`src/rtl/sbdr_pkg.sv`:
```
package sbdr_pkg;

  localparam int ROW_ENTRIES = 8;
  localparam int NUM_DIFF    = 16;
  localparam int NIB_W       = 4;
  localparam int CNT_W       = 5;
  localparam int POS_W       = 3;
  localparam int LEN_W       = 4;
  localparam int RANK_W      = 4;
  localparam int TOTAL_W     = 5;
  localparam int SBOX_W      = NUM_DIFF * NIB_W;
  localparam int MAXW_W      = 3;
  localparam int REG_IDX_W   = 2;
  localparam int QUEUE_DEPTH = 2;

  typedef logic [NIB_W-1:0] nib_t;
  typedef logic [CNT_W-1:0] cnt_t;

  typedef enum logic [REG_IDX_W-1:0] {
    REG_SBOX        = 2'd0,
    REG_MAX_WEIGHT  = 2'd1,
    REG_USE_INVERSE = 2'd2
  } reg_idx_t;

  // one finished row, sorted by rank, as it travels from front to back
  typedef struct packed {
    nib_t [ROW_ENTRIES-1:0] dy;
    cnt_t [ROW_ENTRIES-1:0] cnt;
    logic [LEN_W-1:0]       len;
    logic                   trunc;
  } row_t;

  // queue status seen by the back end
  typedef struct packed {
    logic valid;
  } q_rd_t;

endpackage

```
`src/rtl/sbdr_front.sv`:
```
module sbdr_front (
  input  logic                             clk,
  input  logic                             rst,
  input  logic                             push,
  output logic                             full,
  input  sbdr_pkg::nib_t                   input_difference,
  input  logic [sbdr_pkg::SBOX_W-1:0]      sbox_table,
  input  logic [sbdr_pkg::MAXW_W-1:0]      max_weight,
  input  logic                             use_inverse,
  output logic                             q_push,
  output sbdr_pkg::row_t                   q_data,
  input  logic                             q_full
);
  import sbdr_pkg::*;

  function automatic logic [MAXW_W-1:0] weight4(input nib_t v);
    weight4 = MAXW_W'(v[0]) + MAXW_W'(v[1]) + MAXW_W'(v[2]) + MAXW_W'(v[3]);
  endfunction

  // stage 1: table and table permuted by dx
  logic                              v1;
  logic [NUM_DIFF-1:0][NIB_W-1:0]    tab1, perm1;
  // stage 2: counts and keep mask
  logic                              v2;
  cnt_t [NUM_DIFF-1:0]               cnt2;
  logic [NUM_DIFF-1:0]               keep2;
  // stage 3: ranks
  logic                              v3;
  cnt_t [NUM_DIFF-1:0]               cnt3;
  logic [NUM_DIFF-1:0]               keep3;
  logic [NUM_DIFF-1:0][RANK_W-1:0]   rank3;
  logic [TOTAL_W-1:0]                total3;

  logic                              rdy1, rdy2, rdy3;
  logic [NUM_DIFF-1:0][NIB_W-1:0]    tab_c, perm_c;
  cnt_t [NUM_DIFF-1:0]               cnt_c;
  logic [NUM_DIFF-1:0]               keep_c;
  logic [NUM_DIFF-1:0][RANK_W-1:0]   rank_c;
  logic [TOTAL_W-1:0]                total_c;
  row_t                              row_c;

  assign rdy3   = !v3 || !q_full;
  assign rdy2   = !v2 || rdy3;
  assign rdy1   = !v1 || rdy2;
  assign full   = !rdy1;
  assign q_push = v3 && !q_full;
  assign q_data = row_c;

  // S-box or its inverse; for the inverse a later x overwrites an earlier one
  always_comb begin
    for (int v = 0; v < NUM_DIFF; v++) begin
      tab_c[v] = use_inverse ? '0 : sbox_table[v*NIB_W +: NIB_W];
    end
    if (use_inverse) begin
      for (int x = 0; x < NUM_DIFF; x++) begin
        for (int v = 0; v < NUM_DIFF; v++) begin
          if (sbox_table[x*NIB_W +: NIB_W] == NIB_W'(v)) begin
            tab_c[v] = NIB_W'(x);
          end
        end
      end
    end
  end

  // x -> x ^ dx as four conditional swap layers
  always_comb begin
    logic [NUM_DIFF-1:0][NIB_W-1:0] lyr [NIB_W+1];
    lyr[0] = tab_c;
    for (int b = 0; b < NIB_W; b++) begin
      for (int x = 0; x < NUM_DIFF; x++) begin
        lyr[b+1][x] = input_difference[b] ? lyr[b][x ^ (1 << b)] : lyr[b][x];
      end
    end
    perm_c = lyr[NIB_W];
  end

  // histogram of output differences, then filter
  always_comb begin
    for (int dy = 0; dy < NUM_DIFF; dy++) begin
      cnt_c[dy] = '0;
      for (int x = 0; x < NUM_DIFF; x++) begin
        cnt_c[dy] = cnt_c[dy] + CNT_W'((tab1[x] ^ perm1[x]) == NIB_W'(dy));
      end
      keep_c[dy] = (cnt_c[dy] != '0) && (weight4(NIB_W'(dy)) <= max_weight);
    end
  end

  // rank = number of kept entries ahead: higher count, or same count and lower dy
  always_comb begin
    total_c = '0;
    for (int i = 0; i < NUM_DIFF; i++) begin
      total_c   = total_c + TOTAL_W'(keep2[i]);
      rank_c[i] = '0;
      for (int j = 0; j < NUM_DIFF; j++) begin
        if (keep2[j] && ((cnt2[j] > cnt2[i]) || ((cnt2[j] == cnt2[i]) && (j < i)))) begin
          rank_c[i] = rank_c[i] + RANK_W'(1);
        end
      end
    end
  end

  // place each kept entry in its slot; ranks are unique
  always_comb begin
    for (int k = 0; k < ROW_ENTRIES; k++) begin
      row_c.dy[k]  = '0;
      row_c.cnt[k] = '0;
      for (int i = 0; i < NUM_DIFF; i++) begin
        if (keep3[i] && (rank3[i] == RANK_W'(k))) begin
          row_c.dy[k]  = row_c.dy[k] | NIB_W'(i);
          row_c.cnt[k] = row_c.cnt[k] | cnt3[i];
        end
      end
    end
    row_c.trunc = (total3 > TOTAL_W'(ROW_ENTRIES));
    row_c.len   = row_c.trunc ? LEN_W'(ROW_ENTRIES) : LEN_W'(total3);
  end

  always_ff @(posedge clk) begin
    if (rst) begin
      v1 <= 1'b0;
      v2 <= 1'b0;
      v3 <= 1'b0;
    end else begin
      if (rdy1) v1 <= push;
      if (rdy2) v2 <= v1;
      if (rdy3) v3 <= v2;
    end
  end

  always_ff @(posedge clk) begin
    if (rdy1 && push) begin
      tab1  <= tab_c;
      perm1 <= perm_c;
    end
    if (rdy2) begin
      cnt2  <= cnt_c;
      keep2 <= keep_c;
    end
    if (rdy3) begin
      cnt3   <= cnt2;
      keep3  <= keep2;
      rank3  <= rank_c;
      total3 <= total_c;
    end
  end

endmodule

```
`src/rtl/sbdr_queue.sv`:
```
module sbdr_queue (
  input  logic              clk,
  input  logic              rst,
  input  logic              wr_en,
  input  sbdr_pkg::row_t    wr_data,
  output logic              full,
  output sbdr_pkg::q_rd_t   rd_st,
  input  logic              rd_pop,
  output sbdr_pkg::row_t    rd_data
);
  import sbdr_pkg::*;

  localparam int PTR_W = $clog2(QUEUE_DEPTH);
  localparam int CNT_QW = $clog2(QUEUE_DEPTH + 1);

  row_t               mem [QUEUE_DEPTH];
  logic [PTR_W-1:0]   wr_ptr, rd_ptr;
  logic [CNT_QW-1:0]  count;
  logic               do_wr, do_rd;

  assign full        = (count == CNT_QW'(QUEUE_DEPTH));
  assign rd_st.valid = (count != '0);
  assign rd_data     = mem[rd_ptr];
  assign do_wr       = wr_en && !full;
  assign do_rd       = rd_pop && rd_st.valid;

  always_ff @(posedge clk) begin
    if (rst) begin
      wr_ptr <= '0;
      rd_ptr <= '0;
      count  <= '0;
    end else begin
      if (do_wr) begin
        wr_ptr <= (wr_ptr == PTR_W'(QUEUE_DEPTH - 1)) ? '0 : wr_ptr + PTR_W'(1);
      end
      if (do_rd) begin
        rd_ptr <= (rd_ptr == PTR_W'(QUEUE_DEPTH - 1)) ? '0 : rd_ptr + PTR_W'(1);
      end
      if (do_wr && !do_rd) begin
        count <= count + CNT_QW'(1);
      end else if (do_rd && !do_wr) begin
        count <= count - CNT_QW'(1);
      end
    end
  end

  always_ff @(posedge clk) begin
    if (do_wr) begin
      mem[wr_ptr] <= wr_data;
    end
  end

endmodule

```
`src/rtl/sbdr_back.sv`:
```
module sbdr_back (
  input  logic                          clk,
  input  logic                          rst,
  input  sbdr_pkg::q_rd_t               q_st,
  input  sbdr_pkg::row_t                q_data,
  output logic                          q_pop,
  input  logic                          pop,
  output logic                          empty,
  output sbdr_pkg::nib_t                output_difference,
  output sbdr_pkg::cnt_t                pair_count,
  output logic [sbdr_pkg::POS_W-1:0]    entry_position,
  output logic                          entry_valid,
  output logic [sbdr_pkg::LEN_W-1:0]    row_length,
  output logic                          row_truncated,
  output logic                          last_entry
);
  import sbdr_pkg::*;

  logic              o_valid;
  logic [POS_W-1:0]  idx;
  logic              load, row_empty, last_c;

  assign empty     = !o_valid;
  assign load      = q_st.valid && (!o_valid || pop);
  assign row_empty = (q_data.len == '0);
  assign last_c    = row_empty || ((LEN_W'(idx) + LEN_W'(1)) == q_data.len);
  assign q_pop     = load && last_c;

  always_ff @(posedge clk) begin
    if (rst) begin
      o_valid <= 1'b0;
      idx     <= '0;
    end else if (load) begin
      o_valid <= 1'b1;
      idx     <= last_c ? '0 : idx + POS_W'(1);
    end else if (pop) begin
      o_valid <= 1'b0;
    end
  end

  always_ff @(posedge clk) begin
    if (load) begin
      last_entry <= last_c;
      if (row_empty) begin
        output_difference <= '0;
        pair_count        <= '0;
        entry_position    <= '0;
        entry_valid       <= 1'b0;
        row_length        <= '0;
        row_truncated     <= 1'b0;
      end else begin
        output_difference <= q_data.dy[idx];
        pair_count        <= q_data.cnt[idx];
        entry_position    <= idx;
        entry_valid       <= 1'b1;
        row_length        <= q_data.len;
        row_truncated     <= q_data.trunc;
      end
    end
  end

endmodule

```
`src/rtl/sbox_ddt_row_sorted_core.sv`:
```
// Sorted difference-table row for a 4-bit S-box.
// Input queue: push / full carry one input_difference (dx); a transfer happens
// on a rising edge with push high and full low.
// Result queue: while empty is low the oldest result sits on the result ports;
// pop high at a rising edge with empty low transfers it.
// Config: cfg_write with cfg_index / cfg_data writes sbox_table (0), max_weight
// (1) or use_inverse (2) at the edge; other indexes are dropped. Write only
// while idle.
// Each row yields its kept (dy, count) pairs, highest count first, ties by
// ascending dy, at most eight, last_entry on the final one; an empty row yields
// one result with entry_valid low.
// Path: the first result of a row passes the 3-stage front (table/permute,
// histogram, rank), then the queue write, then the back-end register.
// Throughput: the back end emits one result per cycle while pop is high and a
// row waits at the head of the 2-row queue; a row yields max(row_length, 1)
// results. The front takes a new dx every cycle while the queue has room.
// Reset (synchronous rst): queue and pipeline emptied, empty high, registers
// back to their defaults. A stalled receiver holds the result; the queue then
// fills and full rises, backing up the input side.
module sbox_ddt_row_sorted_core (
  input  logic                              clk,
  input  logic                              rst,
  input  logic                              push,
  output logic                              full,
  input  sbdr_pkg::nib_t                    input_difference,
  input  logic                              pop,
  output logic                              empty,
  output sbdr_pkg::nib_t                    output_difference,
  output sbdr_pkg::cnt_t                    pair_count,
  output logic [sbdr_pkg::POS_W-1:0]        entry_position,
  output logic                              entry_valid,
  output logic [sbdr_pkg::LEN_W-1:0]        row_length,
  output logic                              row_truncated,
  output logic                              last_entry,
  input  logic                              cfg_write,
  input  logic [sbdr_pkg::REG_IDX_W-1:0]    cfg_index,
  input  logic [sbdr_pkg::SBOX_W-1:0]       cfg_data
);
  import sbdr_pkg::*;

  logic [SBOX_W-1:0] sbox_table;
  logic [MAXW_W-1:0] max_weight;
  logic              use_inverse;

  logic   fq_push, fq_full, q_pop;
  row_t   fq_data, q_data;
  q_rd_t  q_st;

  // configuration registers
  always_ff @(posedge clk) begin
    if (rst) begin
      sbox_table  <= 64'h0123_4567_89AB_CDEF;
      max_weight  <= MAXW_W'(4);
      use_inverse <= 1'b0;
    end else if (cfg_write) begin
      case (cfg_index)
        REG_SBOX:        sbox_table  <= cfg_data;
        REG_MAX_WEIGHT:  max_weight  <= cfg_data[MAXW_W-1:0];
        REG_USE_INVERSE: use_inverse <= cfg_data[0];
        default: ;
      endcase
    end
  end

  // front: build row, sort, hand to queue
  sbdr_front u_front (
    .clk              (clk),
    .rst              (rst),
    .push             (push),
    .full             (full),
    .input_difference (input_difference),
    .sbox_table       (sbox_table),
    .max_weight       (max_weight),
    .use_inverse      (use_inverse),
    .q_push           (fq_push),
    .q_data           (fq_data),
    .q_full           (fq_full)
  );

  // decoupling queue, two rows deep
  sbdr_queue u_queue (
    .clk     (clk),
    .rst     (rst),
    .wr_en   (fq_push),
    .wr_data (fq_data),
    .full    (fq_full),
    .rd_st   (q_st),
    .rd_pop  (q_pop),
    .rd_data (q_data)
  );

  // back: walk the head row one result per transfer
  sbdr_back u_back (
    .clk               (clk),
    .rst               (rst),
    .q_st              (q_st),
    .q_data            (q_data),
    .q_pop             (q_pop),
    .pop               (pop),
    .empty             (empty),
    .output_difference (output_difference),
    .pair_count        (pair_count),
    .entry_position    (entry_position),
    .entry_valid       (entry_valid),
    .row_length        (row_length),
    .row_truncated     (row_truncated),
    .last_entry        (last_entry)
  );

endmodule

```
`config.mk`:
```
export PLATFORM = sky130hd
export DESIGN_NAME = sbox_ddt_row_sorted_core
export DESIGN_NICKNAME = d
export VERILOG_FILES = /design/src/rtl/sbdr_pkg.sv /design/src/rtl/sbdr_front.sv /design/src/rtl/sbdr_queue.sv /design/src/rtl/sbdr_back.sv /design/src/rtl/sbox_ddt_row_sorted_core.sv
export SDC_FILE = /design/constraint.sdc
export NUM_CORES = 2
export LEC_CHECK = 0
export ABC_AREA = 1
export BUFFER_PORTS_ARGS = -buffer_cell sky130_fd_sc_hd__clkbuf_2
export CELL_PAD_IN_SITES_DETAIL_PLACEMENT = 1
export CELL_PAD_IN_SITES_GLOBAL_PLACEMENT = 2
export CORE_ASPECT_RATIO = 0.9
export CORE_MARGIN = 10
export CORE_UTILIZATION = 41
export CTS_CLUSTER_DIAMETER = 30
export DETAILED_ROUTE_END_ITERATION = 16
export GPL_TIMING_DRIVEN = 0
export PLACE_DENSITY_LB_ADDON = 0.1
export SLEW_MARGIN = 20
export SYNTH_ARGS = -nofsm -noshare
export SYNTH_HDL_FRONTEND = slang
export SYNTH_SLANG_ARGS = --single-unit
export TNS_END_PERCENT = 1
```
`constraint.sdc`:
```
create_clock -name clk -period 19.3 [get_ports clk]
set_input_delay 1.93 -clock clk [delete_from_list [all_inputs] [get_ports clk]]
set_output_delay 1.93 -clock clk [all_outputs]
set_load 0.02 [all_outputs]
```
==> results.md <==
* Seq/Total Area, Yosys at 0.230
* Buffers on Ports at 93
* Max-Cap Viols at 0
* Count of different cell masters after synthesis at 59
* Post-CTS setup buffer count at 0
* Tmin final at 10.15 ns
* Hold Violations, Final at 0
* Critical Path End Type: flip-flop
* Core area at 196000 µm²
* Layout fillers at ~26000
* Tightest Hold Check Type: flip-flop to flip-flop
* Tcrit/Tclk final at 0.526
* Worst-path maximum fanout at 11
* TritonCTS Buffers at 138
* Remaining antenna violation count at 0
* Non-filler instance count after layout at 15000
* CTS Buffer Depth at 3
* Cell repeated most along the worst path: nand2_1
* Clk_lat worst skew at 0.82 ns
* Average size of a mapped cell at 6.67 µm²
* Yosys reg bits at 642
* RSZ-0062 raised after global routing: no
* Hold buffers post-CTS at 0
* WL/cell at 28.1 µm
* Critical path launch point type: flip-flop
* Top_reg_cell synth: edfxtp_1
* Syn_nets at 13300
* Post-detail-place hpwl at 339000 µm
* Clock-pin slew on the worst setup and hold paths at 0.05 ns
* Max Slew Vio Count at 0
* Die width at 487 µm
* Gr usage total at 0.378
* Final TNS setup at 0 ns
* Netlist Area Pre-Place at 80500 µm²
* First-pass GRT wire length at between 600000 and 700000 µm
* Die Area at 215000 µm²
* Number of synthesized flops with an enable pin at 562
* # clock sinks at approximately 640
* R2R Setup Slk at 9.15 ns
* Post-CTS sizing at 0
* Initial DRC Count at 8089
* Die height at 440 µm
* Layout Skew at 0.0487 ns
* Share of cells above drive strength 1 at 0.0657
* Row count at 154
* Ys Warns at 0
* Worst slew margin at 0.0825
* DRT Pass-1 Iters at 8
* CTS tree: yes
* Post-detailed-route DRC marker count at 0
* Critical path type: flip-flop to flip-flop
* Via/cell ratio at slightly below 6
* Area Overhead vs Synth at 11.8%
* Status: complete, no violations
* Routability cong. at 1.06
* Top Ports at between 90 and 100
* Worst slew pin tran at roughly 1.4 ns
* Family with the most delay on the worst path: simple AND/OR/NAND/NOR gates
* CP max stage cell: edfxtp_1
* Largest net degree at the start of global routing at 103
* Max incr delay on CP at 0.77 ns
* Data arrival, critical path at 10.67 ns
* Nets at around 14000
* CTS Root Cell: clkbuf_16
* Total grt overflow at 0
* Cell count after synthesis at between 10000 and 15000
* Setup violations, final at 0
* Vias in the first global route at 90900
* Vias at 89500
* CP Buf/Inv Count at 7
* Worst path required time at 19.81 ns
* Asr flop ratio synth at 0
* CTS H-tree depth at 4
* Max Fclk at 98.5 MHz
* Detailed Route WL at between 400000 and 500000 µm
* WHS at 0.461 ns
* Inst Count DP at 14800
* Core Util, Final at 0.460
* Antenna violations before repair at 32
* Starting Density at 0.412
[area by class of cell]
cell class / instances / area [µm²] / share of cell area
diodes: 11 / 27.5 / 0.000306
plain buffers: 181 / 763 / 0.00848
clock buffers: 144 / 3500 / 0.0388
clock inverters: 114 / 1590 / 0.0176
inverters: 1803 / 6780 / 0.0753
multi-input cells: 9441 / 54600 / 0.606
flip-flops and latches: 642 / 18500 / 0.205
well taps: 2574 / 3220 / 0.0358
repair buffers: 128 / 1130 / 0.0126
[final timing paths]
| kind | depth (start not counted) | end | start |
|---|---|---|---|
| max | 53 | u_front.rank3[45] | u_front.cnt2[55] |
| max reg2reg | 53 | u_front.rank3[45] | u_front.cnt2[55] |
| min reg2reg | 0 | u_front.cnt3[2] | u_front.cnt2[2] |
| min | 0 | u_front.cnt3[2] | u_front.cnt2[2] |
[per-layer routing]
layer | vias to the layer above | routed length [µm] | part of all wire | track usage
li1 | 40500 | - | - | -
met4 | 14 | 40200 | 0.095 | 0.299
met2 | 4066 | 181000 | 0.43 | 0.590
met1 | 43500 | 164000 | 0.39 | 0.444
met3 | 1453 | 37200 | 0.088 | 0.0951
met5 | - | 102 | 0.00024 | 0
[Yosys cell counts, types with 40 or more instances]
master / instances / share of area
nand4_1: 101 / 0.0078
o211ai_1: 43 / 0.0040
clkbuf_1: 121 / 0.0056
nand3_1: 989 / 0.061
nor4_1: 44 / 0.0034
o22ai_1: 88 / 0.0068
a22oi_1: 46 / 0.0043
nand2_1: 3382 / 0.16
inv_1: 1791 / 0.084
o21ai_1: 40 / 0.0025
dfxtp_1: 80 / 0.020
xor2_1: 65 / 0.0071
or2_2: 103 / 0.0080
nand2_2: 193 / 0.015
a21oi_1: 372 / 0.023
xnor2_1: 84 / 0.0091
a221oi_1: 136 / 0.015
nand3_2: 74 / 0.0092
o21bai_1: 64 / 0.0060
o21ai_0: 709 / 0.044
nor2_1: 1372 / 0.064
ha_1: 943 / 0.15
edfxtp_1: 562 / 0.21
fa_1: 170 / 0.042
nor3_1: 64 / 0.0040
o221ai_1: 60 / 0.0065
nand3b_1: 75 / 0.0070
[cells in the final DEF, fill, tap and decap left out, types with 33 or more instances in the layout]
master,instances
a21boi_0,36
a21oi_1,370
a221oi_1,136
a22oi_1,46
buf_1,35
clkbuf_1,124
clkbuf_16,138
clkbuf_2,94
dfxtp_1,80
edfxtp_1,562
fa_1,170
ha_1,943
inv_1,1789
mux2i_1,33
nand2_1,3382
nand2_2,193
nand3_1,989
nand3_2,74
nand3b_1,75
nand4_1,101
nor2_1,1365
nor3_1,63
nor4_1,43
o211ai_1,43
o21ai_0,702
o21ai_1,47
o21bai_1,64
o221ai_1,60
o22ai_1,88
or2_2,103
xnor2_1,84
xor2_1,64
[sequential cells by signal (all words and copies together), names as in the netlist, 2 cells and up, named ones only]
name / count
max_weight: 3
sbox_table: 64
u_back.entry_position: 3
u_back.idx: 3
u_back.output_difference: 4
u_back.pair_count: 5
u_back.row_length: 4
u_front.cnt2: 80
u_front.cnt3: 80
u_front.keep2: 16
u_front.keep3: 16
u_front.perm1: 64
u_front.rank3: 64
u_front.tab1: 64
u_front.total3: 5
u_queue.count: 2
u_queue.mem: 154
[cell families after synthesis]
| group | Yosys count | share of synthesized area |
|---|---|---|
| compound gates | 1698 | 0.125 |
| xor+xnor | 149 | 0.0162 |
| fa+ha+maj | 1113 | 0.189 |
| buf+inv | 1984 | 0.0935 |
| flops | 642 | 0.230 |
| mux | 33 | 0.00410 |
| simple gates | 6448 | 0.343 |
[stage by stage]
stage	worst slack, ns	instance area [µm²]
after global routing	8.70	90000
after CTS	8.80	90000
final	9.15	90000
after detailed placement	8.86	84900
after floorplan	6.93	80500
after global placement	1.25	84200
Power is left out: the tool's default activity adds up to more than one toggle a clock period on the data nets, which glitch-free logic cannot reach.
